[config.mk]
export PLATFORM = sky130hd
export DESIGN_NAME = led_effect_pulse_encoder
export DESIGN_NICKNAME = d
export VERILOG_FILES = /design/src/hdl/lepe_pkg.sv /design/src/hdl/led_effect_pulse_encoder.sv /design/src/hdl/lepe_ctrl.sv /design/src/hdl/lepe_dp.sv
export SDC_FILE = /design/constraint.sdc
export NUM_CORES = 1
export LEC_CHECK = 0
export ABC_AREA = 1
export ABC_CLOCK_PERIOD_IN_PS = 14500
export BUFFER_PORTS_ARGS = -buffer_cell sky130_fd_sc_hd__buf_2
export CAP_MARGIN = 20
export CORE_MARGIN = 8
export CORE_UTILIZATION = 60
export CTS_BUF_LIST = sky130_fd_sc_hd__clkbuf_8
export DETAILED_ROUTE_END_ITERATION = 8
export PLACE_DENSITY = 0.81
export SLEW_MARGIN = 30
export SYNTH_ARGS = -nofsm -noshare
export SYNTH_HDL_FRONTEND = slang
export SYNTH_HIERARCHICAL = 1
export SYNTH_SLANG_ARGS = --single-unit
[constraint.sdc]
create_clock -name clk -period 14.5 [get_ports clk]
set_input_delay 2.9 -clock clk [delete_from_list [all_inputs] [get_ports clk]]
set_output_delay 2.9 -clock clk [all_outputs]
set_load 0.01 [all_outputs]
[src/hdl/lepe_pkg.sv]
// shared types, constants and the raised-cosine table for the led effect pulse encoder
// used by lepe_ctrl, lepe_dp and the top level; depends on nothing
`default_nettype none

package lepe_pkg;

  // sizes of the effect table and of one led word
  localparam int COS_TABLE_SIZE = 256;
  localparam int BITS_PER_LED   = 24;

  localparam int COS_IDX_W  = $clog2(COS_TABLE_SIZE);
  localparam int COS_VAL_W  = 9;
  localparam int DIV_CNT_W  = $clog2(COS_IDX_W);
  localparam int BIT_CNT_W  = $clog2(BITS_PER_LED);

  // field and register widths
  localparam int CH_W        = 8;
  localparam int LED_IDX_W   = 8;
  localparam int DUTY_W      = 16;
  localparam int IN_DATA_W   = 32;
  localparam int CFG_ADDR_W  = 3;
  localparam int CFG_DATA_W  = 16;
  localparam int ELAPSED_W   = 18;
  localparam int HALF_W      = 17;
  localparam int PROD_W      = 17;
  localparam int RECIP_W     = 17;
  localparam int RECIP_PROD_W = 34;

  localparam int MS_PER_SEC  = 1000;
  localparam int MS_PER_HALF = 500;
  localparam logic [COS_VAL_W-1:0] FACTOR_FULL = 9'd256;

  // x / 3 == (x * DIV3_RECIP) >> DIV3_SHIFT for any x below 2^17
  localparam logic [RECIP_W-1:0] DIV3_RECIP = 17'd87382;
  localparam int DIV3_SHIFT = 18;

  typedef enum logic [1:0] {
    MODE_OFF,
    MODE_STATIC,
    MODE_BLINK,
    MODE_BREATHE
  } mode_t;

  localparam logic [CFG_ADDR_W-1:0] REG_MODE   = 3'd0;
  localparam logic [CFG_ADDR_W-1:0] REG_BRIGHT = 3'd1;
  localparam logic [CFG_ADDR_W-1:0] REG_PERIOD = 3'd2;
  localparam logic [CFG_ADDR_W-1:0] REG_PWM    = 3'd3;
  localparam logic [CFG_ADDR_W-1:0] REG_COUNT  = 3'd4;

  typedef enum logic [2:0] {
    ST_IDLE,
    ST_DIV,
    ST_FACT,
    ST_MUL,
    ST_SCALE,
    ST_EMIT,
    ST_GAP
  } state_t;

  // controller to datapath
  typedef struct packed {
    logic tick_en;
    logic pix_load;
    logic div_step;
    logic fact_en;
    logic mul_en;
    logic scale_en;
    logic emit_bit;
    logic emit_last;
    logic emit_gap;
  } lepe_cmd_t;

  // datapath to controller
  typedef struct packed {
    logic in_chain;
    logic is_last;
    logic out_free;
  } lepe_stat_t;

  typedef logic [COS_VAL_W-1:0] cos_tab_t [COS_TABLE_SIZE];

  // raised cosine in q1.8, polynomial form of cos around zero with quadrant folding
  function automatic logic [COS_VAL_W-1:0] raised_cos(int i);
    logic [63:0] p;
    logic [63:0] q;
    logic [63:0] t;
    logic [63:0] u;
    logic [63:0] u2;
    logic [63:0] u3;
    logic [63:0] pos;
    logic [63:0] neg;
    logic [63:0] c;
    logic [63:0] v;
    logic        flip;
    flip = 1'b0;
    p = (64'(i) << 16) / COS_TABLE_SIZE;
    if (p >= 64'd32768) p = 64'd65536 - p;
    if (p > 64'd16384) begin
      q = 64'd32768 - p;
      flip = 1'b1;
    end else begin
      q = p;
    end
    t = (q * 64'd411775) >> 16;
    u = (t * t) >> 16;
    u2 = (u * u) >> 16;
    u3 = (u2 * u) >> 16;
    pos = 64'd65536 + u2 / 64'd24;
    neg = u / 64'd2 + u3 / 64'd720;
    c = (neg > pos) ? 64'd0 : pos - neg;
    v = (64'd65536 + c + 64'd256) >> 9;
    if (v > 64'd256) v = 64'd256;
    if (flip) v = 64'd256 - v;
    return COS_VAL_W'(v);
  endfunction

  function automatic cos_tab_t build_cos_tab();
    cos_tab_t tab;
    for (int i = 0; i < COS_TABLE_SIZE; i++) begin
      tab[i] = raised_cos(i);
    end
    return tab;
  endfunction

  localparam cos_tab_t COS_TAB = build_cos_tab();

endpackage

`default_nettype wire

[src/hdl/led_effect_pulse_encoder.sv]
// top level of the led effect pulse encoder: controller plus datapath
// depends on lepe_pkg, lepe_ctrl and lepe_dp
`default_nettype none

// Turns millisecond ticks and pixel colors into the compare values of a
// serial led chain's pulse timer. A tick word (in_tuser 0) advances the
// effect clock; it produces nothing. A pixel word (in_tuser 1) whose index
// is inside the chain is scaled by the effect (off, static brightness,
// blinking, or raised-cosine breathing) and sent as 24 duty words, green
// first and msb first: 2P/3 for a one, P/3 for a zero. The last pixel of
// the chain is followed by one reset-gap word (duty 0, out_tuser 1) that
// stands for the low latch gap. A pixel holds the input until its last
// duty word (or the reset-gap word) is registered: it passes through the
// bit-serial divider that maps elapsed time onto the cosine table, then
// factor lookup, multiply and scale, then one duty word per cycle while
// the output is not stalled. Pixels outside the chain are dropped. The
// output is registered, so the next word is accepted while the final duty
// of a pixel still waits for out_tready. Settings must be written through
// the cfg port only while the block is idle; the block does not enforce
// it. Changing the mode restarts the effect period.
module led_effect_pulse_encoder (
  input  wire logic                              clk,
  input  wire logic                              rst_n,
  // settings: 0 mode, 1 brightness, 2 period seconds, 3 pwm period, 4 led count
  input  wire logic                              cfg_we,
  input  wire logic [lepe_pkg::CFG_ADDR_W-1:0]   cfg_addr,
  input  wire logic [lepe_pkg::CFG_DATA_W-1:0]   cfg_wdata,
  // input words
  input  wire logic                              in_tvalid,
  output logic                                   in_tready,
  input  wire logic [lepe_pkg::IN_DATA_W-1:0]    in_tdata,  // led_index, red, green, blue
  input  wire logic                              in_tuser,  // cmd: 0 tick, 1 pixel
  // duty words
  output logic                                   out_tvalid,
  input  wire logic                              out_tready,
  output logic [lepe_pkg::DUTY_W-1:0]            out_tdata, // duty
  output logic                                   out_tuser, // reset_gap
  output logic                                   out_tlast
);

  lepe_pkg::lepe_cmd_t  cmd;
  lepe_pkg::lepe_stat_t stat;

  // sequencing: one pixel at a time
  lepe_ctrl u_ctrl (
    .clk       (clk),
    .rst_n     (rst_n),
    .in_tvalid (in_tvalid),
    .in_cmd    (in_tuser),
    .in_tready (in_tready),
    .stat      (stat),
    .cmd       (cmd)
  );

  // settings, effect timer, scaling and the output register
  lepe_dp u_dp (
    .clk        (clk),
    .rst_n      (rst_n),
    .cfg_we     (cfg_we),
    .cfg_addr   (cfg_addr),
    .cfg_wdata  (cfg_wdata),
    .in_tdata   (in_tdata),
    .out_tready (out_tready),
    .cmd        (cmd),
    .stat       (stat),
    .out_tvalid (out_tvalid),
    .out_tdata  (out_tdata),
    .out_tuser  (out_tuser),
    .out_tlast  (out_tlast)
  );

endmodule

`default_nettype wire

[src/hdl/lepe_ctrl.sv]
// sequencer of the led effect pulse encoder: accept, divide, factor, scale, emit
// depends on lepe_pkg (state, command and status types)
`default_nettype none

module lepe_ctrl (
  input  wire logic                  clk,
  input  wire logic                  rst_n,
  input  wire logic                  in_tvalid,
  input  wire logic                  in_cmd,
  output logic                       in_tready,
  input  wire lepe_pkg::lepe_stat_t  stat,
  output lepe_pkg::lepe_cmd_t        cmd
);

  lepe_pkg::state_t state_r;
  lepe_pkg::state_t state_nxt;

  logic [lepe_pkg::DIV_CNT_W-1:0] div_cnt_r;
  logic [lepe_pkg::BIT_CNT_W-1:0] bit_cnt_r;

  // next state
  always_comb begin
    state_nxt = state_r;
    unique case (state_r)
      lepe_pkg::ST_IDLE: begin
        if (in_tvalid && in_cmd && stat.in_chain) state_nxt = lepe_pkg::ST_DIV;
      end
      lepe_pkg::ST_DIV: begin
        if (div_cnt_r == '0) state_nxt = lepe_pkg::ST_FACT;
      end
      lepe_pkg::ST_FACT:  state_nxt = lepe_pkg::ST_MUL;
      lepe_pkg::ST_MUL:   state_nxt = lepe_pkg::ST_SCALE;
      lepe_pkg::ST_SCALE: state_nxt = lepe_pkg::ST_EMIT;
      lepe_pkg::ST_EMIT: begin
        if (stat.out_free && bit_cnt_r == '0) begin
          state_nxt = stat.is_last ? lepe_pkg::ST_GAP : lepe_pkg::ST_IDLE;
        end
      end
      lepe_pkg::ST_GAP: begin
        if (stat.out_free) state_nxt = lepe_pkg::ST_IDLE;
      end
      default: state_nxt = lepe_pkg::ST_IDLE;
    endcase
  end

  // outputs
  always_comb begin
    cmd = '0;
    in_tready = 1'b0;
    unique case (state_r)
      lepe_pkg::ST_IDLE: begin
        in_tready = 1'b1;
        cmd.tick_en = in_tvalid && !in_cmd;
        cmd.pix_load = in_tvalid && in_cmd && stat.in_chain;
      end
      lepe_pkg::ST_DIV:   cmd.div_step = 1'b1;
      lepe_pkg::ST_FACT:  cmd.fact_en = 1'b1;
      lepe_pkg::ST_MUL:   cmd.mul_en = 1'b1;
      lepe_pkg::ST_SCALE: cmd.scale_en = 1'b1;
      lepe_pkg::ST_EMIT: begin
        cmd.emit_bit = stat.out_free;
        cmd.emit_last = (bit_cnt_r == '0) && !stat.is_last;
      end
      lepe_pkg::ST_GAP:   cmd.emit_gap = stat.out_free;
      default: ;
    endcase
  end

  always_ff @(posedge clk) begin
    if (!rst_n) begin
      state_r <= lepe_pkg::ST_IDLE;
      div_cnt_r <= '0;
      bit_cnt_r <= '0;
    end else begin
      state_r <= state_nxt;
      if (cmd.pix_load) begin
        div_cnt_r <= lepe_pkg::DIV_CNT_W'(lepe_pkg::COS_IDX_W - 1);
      end else if (cmd.div_step) begin
        div_cnt_r <= div_cnt_r - 1'b1;
      end
      if (cmd.scale_en) begin
        bit_cnt_r <= lepe_pkg::BIT_CNT_W'(lepe_pkg::BITS_PER_LED - 1);
      end else if (cmd.emit_bit) begin
        bit_cnt_r <= bit_cnt_r - 1'b1;
      end
    end
  end

endmodule

`default_nettype wire

[src/hdl/lepe_dp.sv]
// datapath of the led effect pulse encoder: settings, elapsed timer, divider,
// effect factor, channel scaling, bit shifter and output register; depends on lepe_pkg
`default_nettype none

module lepe_dp (
  input  wire logic                                clk,
  input  wire logic                                rst_n,
  input  wire logic                                cfg_we,
  input  wire logic [lepe_pkg::CFG_ADDR_W-1:0]     cfg_addr,
  input  wire logic [lepe_pkg::CFG_DATA_W-1:0]     cfg_wdata,
  input  wire logic [lepe_pkg::IN_DATA_W-1:0]      in_tdata,
  input  wire logic                                out_tready,
  input  wire lepe_pkg::lepe_cmd_t                 cmd,
  output lepe_pkg::lepe_stat_t                     stat,
  output logic                                     out_tvalid,
  output logic [lepe_pkg::DUTY_W-1:0]              out_tdata,
  output logic                                     out_tuser,
  output logic                                     out_tlast
);

  localparam int CH_W = lepe_pkg::CH_W;
  localparam int EW   = lepe_pkg::ELAPSED_W;
  localparam int IW   = lepe_pkg::COS_IDX_W;
  localparam int WW   = lepe_pkg::BITS_PER_LED;

  // settings
  lepe_pkg::mode_t                    mode_r;
  logic [CH_W-1:0]                    bright_r;
  logic [lepe_pkg::LED_IDX_W-1:0]     led_count_r;
  logic [EW-1:0]                      span_r;
  logic [lepe_pkg::HALF_W-1:0]        half_r;
  logic [lepe_pkg::DUTY_W-1:0]        one_r;
  logic [lepe_pkg::DUTY_W-1:0]        zero_r;

  logic [EW-1:0]                      elapsed_r;

  // pixel work registers
  logic [CH_W-1:0]                    red_r;
  logic [CH_W-1:0]                    green_r;
  logic [CH_W-1:0]                    blue_r;
  logic                               is_last_r;
  logic [EW-1:0]                      rem_r;
  logic [IW-1:0]                      quo_r;
  logic [lepe_pkg::COS_VAL_W-1:0]     factor_r;
  logic [lepe_pkg::PROD_W-1:0]        prod_red_r;
  logic [lepe_pkg::PROD_W-1:0]        prod_green_r;
  logic [lepe_pkg::PROD_W-1:0]        prod_blue_r;
  logic [WW-1:0]                      word_r;

  logic                               out_valid_r;
  logic [lepe_pkg::DUTY_W-1:0]        out_duty_r;
  logic                               out_gap_r;
  logic                               out_last_r;

  logic [lepe_pkg::LED_IDX_W-1:0]     in_led_index;
  logic [EW-1:0]                      span_calc;
  logic [lepe_pkg::HALF_W-1:0]        half_calc;
  logic [lepe_pkg::RECIP_PROD_W-1:0]  one_prod;
  logic [lepe_pkg::RECIP_PROD_W-1:0]  zero_prod;
  logic [EW:0]                        elapsed_inc;
  logic [EW:0]                        rem_dbl;
  logic [EW:0]                        span_ext;

  assign in_led_index = in_tdata[7:0];

  assign span_calc = EW'(cfg_wdata[CH_W-1:0]) * EW'(lepe_pkg::MS_PER_SEC);
  assign half_calc = lepe_pkg::HALF_W'(cfg_wdata[CH_W-1:0])
                   * lepe_pkg::HALF_W'(lepe_pkg::MS_PER_HALF);
  assign one_prod  = lepe_pkg::RECIP_PROD_W'({cfg_wdata, 1'b0})
                   * lepe_pkg::RECIP_PROD_W'(lepe_pkg::DIV3_RECIP);
  assign zero_prod = lepe_pkg::RECIP_PROD_W'(cfg_wdata)
                   * lepe_pkg::RECIP_PROD_W'(lepe_pkg::DIV3_RECIP);

  assign elapsed_inc = {1'b0, elapsed_r} + 1'b1;
  assign span_ext    = {1'b0, span_r};
  assign rem_dbl     = {rem_r, 1'b0};

  assign stat.in_chain = in_led_index < led_count_r;
  assign stat.is_last  = is_last_r;
  assign stat.out_free = !out_valid_r || out_tready;

  // off mode gives zero, static mode divides by 255, blink and breathe shift by 8
  function automatic logic [CH_W-1:0] scale_ch(logic [lepe_pkg::PROD_W-1:0] p,
                                               lepe_pkg::mode_t m);
    logic [lepe_pkg::PROD_W:0] s;
    s = {1'b0, p} + {9'd0, p[lepe_pkg::PROD_W-1:8]} + 1'b1;
    unique case (m)
      lepe_pkg::MODE_OFF:    return '0;
      lepe_pkg::MODE_STATIC: return s[CH_W+7:8];
      default:               return p[CH_W+7:8];
    endcase
  endfunction

  // settings and the precomputed period bounds and duties
  always_ff @(posedge clk) begin
    if (!rst_n) begin
      mode_r <= lepe_pkg::MODE_OFF;
      bright_r <= '0;
      led_count_r <= lepe_pkg::LED_IDX_W'(1);
      span_r <= '0;
      half_r <= '0;
      one_r <= '0;
      zero_r <= '0;
    end else if (cfg_we) begin
      unique case (cfg_addr)
        lepe_pkg::REG_MODE:   mode_r <= lepe_pkg::mode_t'(cfg_wdata[1:0]);
        lepe_pkg::REG_BRIGHT: bright_r <= cfg_wdata[CH_W-1:0];
        lepe_pkg::REG_PERIOD: begin
          span_r <= span_calc;
          half_r <= half_calc;
        end
        lepe_pkg::REG_PWM: begin
          one_r  <= one_prod[lepe_pkg::DIV3_SHIFT +: lepe_pkg::DUTY_W];
          zero_r <= zero_prod[lepe_pkg::DIV3_SHIFT +: lepe_pkg::DUTY_W];
        end
        lepe_pkg::REG_COUNT:  led_count_r <= cfg_wdata[lepe_pkg::LED_IDX_W-1:0];
        default: ;
      endcase
    end
  end

  // millisecond position within the effect period
  always_ff @(posedge clk) begin
    if (!rst_n) begin
      elapsed_r <= '0;
    end else if (cfg_we && cfg_addr == lepe_pkg::REG_MODE &&
                 cfg_wdata[1:0] != mode_r) begin
      elapsed_r <= '0;
    end else if (cmd.tick_en) begin
      elapsed_r <= (elapsed_inc >= span_ext) ? '0 : elapsed_inc[EW-1:0];
    end
  end

  // pixel pipeline
  always_ff @(posedge clk) begin
    if (cmd.pix_load) begin
      red_r <= in_tdata[15:8];
      green_r <= in_tdata[23:16];
      blue_r <= in_tdata[31:24];
      is_last_r <= in_led_index == (led_count_r - 1'b1);
      rem_r <= elapsed_r;
      quo_r <= '0;
    end
    // restoring divide: elapsed * table size / span, one quotient bit per step
    if (cmd.div_step) begin
      if (rem_dbl >= span_ext) begin
        rem_r <= EW'(rem_dbl - span_ext);
        quo_r <= {quo_r[IW-2:0], 1'b1};
      end else begin
        rem_r <= rem_dbl[EW-1:0];
        quo_r <= {quo_r[IW-2:0], 1'b0};
      end
    end
    if (cmd.fact_en) begin
      unique case (mode_r)
        lepe_pkg::MODE_OFF:    factor_r <= '0;
        lepe_pkg::MODE_STATIC: factor_r <= {1'b0, bright_r};
        lepe_pkg::MODE_BLINK: begin
          factor_r <= (span_r != '0 && elapsed_r <= EW'(half_r))
                    ? lepe_pkg::FACTOR_FULL : '0;
        end
        lepe_pkg::MODE_BREATHE: begin
          priority if (span_r == '0) begin
            factor_r <= lepe_pkg::FACTOR_FULL;
          end else if (elapsed_r >= span_r) begin
            factor_r <= lepe_pkg::COS_TAB[IW'(lepe_pkg::COS_TABLE_SIZE - 1)];
          end else begin
            factor_r <= lepe_pkg::COS_TAB[quo_r];
          end
        end
        default: factor_r <= '0;
      endcase
    end
    if (cmd.mul_en) begin
      prod_red_r   <= lepe_pkg::PROD_W'(red_r) * lepe_pkg::PROD_W'(factor_r);
      prod_green_r <= lepe_pkg::PROD_W'(green_r) * lepe_pkg::PROD_W'(factor_r);
      prod_blue_r  <= lepe_pkg::PROD_W'(blue_r) * lepe_pkg::PROD_W'(factor_r);
    end
    if (cmd.scale_en) begin
      word_r <= WW'({scale_ch(prod_green_r, mode_r), scale_ch(prod_red_r, mode_r),
                     scale_ch(prod_blue_r, mode_r)});
    end else if (cmd.emit_bit) begin
      word_r <= word_r << 1;
    end
  end

  // output register
  always_ff @(posedge clk) begin
    if (!rst_n) begin
      out_valid_r <= 1'b0;
    end else if (cmd.emit_bit || cmd.emit_gap) begin
      out_valid_r <= 1'b1;
    end else if (out_tready) begin
      out_valid_r <= 1'b0;
    end
  end

  always_ff @(posedge clk) begin
    if (cmd.emit_bit) begin
      out_duty_r <= word_r[WW-1] ? one_r : zero_r;
      out_gap_r <= 1'b0;
      out_last_r <= cmd.emit_last;
    end else if (cmd.emit_gap) begin
      out_duty_r <= '0;
      out_gap_r <= 1'b1;
      out_last_r <= 1'b1;
    end
  end

  assign out_tvalid = out_valid_r;
  assign out_tdata  = out_duty_r;
  assign out_tuser  = out_gap_r;
  assign out_tlast  = out_last_r;

endmodule

`default_nettype wire

==> results.sh <==
export IMPL_status="complete, no violations"
export IMPL_grt_pass1_wl_um=124000
export IMPL_top_layer="met4"
export IMPL_worst_slew_pin_slew_ps=1070
export IMPL_maxSlewViolCount=0
export IMPL_p_leak_nw=16.6
export IMPL_hold_viol=0
export IMPL_fin_crit_ps=7170
export IMPL_cts_setup_buffers=0
export IMPL_syn_area_mm2=0.0289
export IMPL_n_antenna_cell=0
export IMPL_layout_common_cells="998 x nand2_1, 821 x inv_1, 367 x ha_1"
export IMPL_clockBufferDepth=3
export IMPL_cp_start_kind="input pin"
export IMPL_wl_per_cell_um=16.4
export IMPL_die_h_um=235
export IMPL_worstSetupPathType="in -> reg"
export IMPL_routed_wl_met3_um=5560
export IMPL_dr_wl_met2_um=34500
export IMPL_core_area_mm2=0.0476
export IMPL_yosys_warnings=6
export IMPL_vias=25300
export IMPL_synthToLayoutAreaGrowth_pct=6.44
export IMPL_max_slew_margin_pct=28.2
export IMPL_die_area_mm2=0.0554
export IMPL_postCtsResizedCells=0
export IMPL_hpwlAfterDp_um=59500
export IMPL_ys_flop_type="edfxtp_1"
export IMPL_cts_tree="built"
export IMPL_drt_iter0_drc=2053
export IMPL_cts_hold_buffers=0
export IMPL_place_congestion=0.982
export IMPL_worst_slack_ps=7330
export IMPL_grt_pass1_vias=24600
export IMPL_endpoint_kind="register"
export IMPL_cts_buffers=43
export IMPL_port_buffers=76
export IMPL_synth_seq_cells=232
export IMPL_drive_gt1_share_pct=5.90
export IMPL_synth_nets=4559
export IMPL_synthArstFlopShare_pct=0
export IMPL_setup_violations=0
export IMPL_drv_cap=0
export IMPL_synth_edf_count=152
export IMPL_firstDrtPassIters=6
export IMPL_layout_worst_path_cycle_share_pct=49.4
export IMPL_preCtsSetupSlack_ps=6760
export IMPL_max_freq_mhz=139
export IMPL_io_pins=77
export IMPL_rows=80
export IMPL_grt_ovfl_total=0
export IMPL_wirelength_um=75300
export IMPL_cts_root_buf="clkbuf_8"
export IMPL_die_width_um=235
export IMPL_clk_insertion_delay_late_ps=620
export IMPL_cp_arrival_ps=7630
export IMPL_antenna_found_initial=0
export IMPL_nets=4598
export IMPL_cp_required_ps=14970
export IMPL_synth_seq_area_share_pct=21.3
export IMPL_path_clk_slew_ps=60
export IMPL_vias_per_cell=5.50
export IMPL_power_density_mw_per_mm2=199
export IMPL_met1_length_um=33100
export IMPL_syn_area_per_cell_um2=7.39
export IMPL_ys_types=53
export IMPL_fillers=4106
export IMPL_initial_utilization_pct=60.6
export IMPL_fin_tns_setup_ps=0
export IMPL_grt_start_max_net_pins=55
export IMPL_min_path_type="reg -> reg"
export IMPL_htree_levels=2
export IMPL_track_usage_pct=26.8
export IMPL_ir_drop_mv=0.119
export IMPL_postSynthCellCount=3909
export IMPL_cts_sinks=232
export IMPL_cp_max_fo=13
export IMPL_whs_ps=468
export IMPL_clock_skew_ps=56.4
export IMPL_ant_nets=0
export IMPL_route_detailed_drc=0
export IMPL_rsz0062_at_grt="false"
export IMPL_final_common_cell="nand2_1"
[final cells by class]
type                       instances  area (um^2)  share of cell area (%)
inverter                         825         3100                    10.1
sequential                       232         6170                    20.0
clock buffer                      47          647                    2.10
timing repair buffer              98          566                    1.84
multi-input combinational       2748        19200                    62.4
tap                              615          769                    2.50
clock inverter                    31          327                    1.06
[report_power, final]
part | internal, W | total [W] | switching (W)
sequential | 0.000939 | 0.00104 | 0.0000971
clock | 0.000426 | 0.000738 | 0.000311
combinational | 0.00153 | 0.00436 | 0.00283
[worst paths after layout]
| kind | from | to | slack (ps) | cells past startpoint |
|---|---|---|---|---|
| min reg2reg | u_ctrl/div_cnt_r[0] | u_ctrl/div_cnt_r[0] | 470 | 2 |
| min | u_ctrl/div_cnt_r[0] | u_ctrl/div_cnt_r[0] | 470 | 2 |
| max | cfg_wdata[5] | u_dp/one_r[4] | 7330 | 22 |
| max reg2reg | u_dp/factor_r[2] | u_dp/prod_red_r[16] | 9920 | 15 |
[registers in the layout, indices dropped and copies added, names as in the netlist, 2 cells and up]
signal / cells
u_dp/factor_r: 9
u_dp/blue_r: 8
u_dp/green_r: 8
u_dp/rem_r: 18
u_dp/word_r: 24
u_dp/quo_r: 8
u_ctrl/bit_cnt_r: 5
u_dp/led_count_r: 8
u_dp/bright_r: 8
u_dp/prod_red_r: 17
u_dp/elapsed_r: 18
u_dp/prod_green_r: 17
u_dp/half_r: 15
u_dp/red_r: 8
u_dp/mode_r: 2
u_dp/one_r: 16
u_dp/out_tdata: 16
u_ctrl/state_r: 3
u_ctrl/div_cnt_r: 3
u_dp/prod_blue_r: 17
[synth_stat cells, types with 17 or more instances]
cell        n  share of area, %
a21oi_1   193               3.3
buf_2      18              0.31
clkbuf_1   78               1.0
dfxtp_1    80               5.5
edfxtp_1  152                16
fa_1      226                16
ha_1      367                16
inv_1     813                11
nand2_1   999                13
nand3_1   192               3.3
nand4_1    30              0.65
nor2_1    290               3.8
nor3_1     28              0.49
o211ai_1   17              0.44
o21a_1     19              0.49
o21ai_0   148               2.6
xnor2_1    36               1.1
xor2_1     52               1.6
[worst max-delay path, cell delays in order]
cell and delay (ps):
buf_2 300, ha_1 350, xor2_1 180, ha_1 290, inv_1 50, fa_1 490, inv_1 60, fa_1 500
fa_1 540, inv_1 60, fa_1 530, inv_1 50, ha_1 370, nand2_1 140, inv_1 60, a21oi_1 180
nand2_1 90, nand3b_1 180, nand2_1 70, nand2_1 50, o21bai_1 130, inv_1 50
[logic make-up (layout without fill, tap and decap cells)]
logic type | count (synthesis) | after routing | synth area share (%)
xor gates and xnor gates | 88 | 88 | 2.67
AOI/OAI and AO/OA | 459 | 459 | 8.89
DFF | 232 | 232 | 21.3
buffers and inverters | 929 | 1001 | 12.3
adders and majority gates | 593 | 593 | 31.6
and+or+nand+nor | 1608 | 1608 | 23.2
[routing by layer]
metal | up-vias | global-route usage [%]
li1 | 12300 | -
met1 | 11900 | 36.8
met4 | 0 | 8.42
met5 | - | 0
met3 | 139 | 3.52
met2 | 938 | 43.8
[per-stage QoR]
stage / total power [W] / cell area, um^2 / utilization (%) / instances
6_report: 0.00613 / 30800 / 64.5 / 4596
5_1_grt: 0.00679 / 30800 / 64.5 / 4596
4_1_cts: 0.00610 / 30700 / 64.5 / 4595
3_5_place_dp: 0.00532 / 29800 / 62.4 / 4517
3_3_place_gp: 0.00525 / 29700 / 62.4 / 4517
2_1_floorplan: 0.00425 / 28900 / - / 3909
Power figures use the tool's default switching activity.
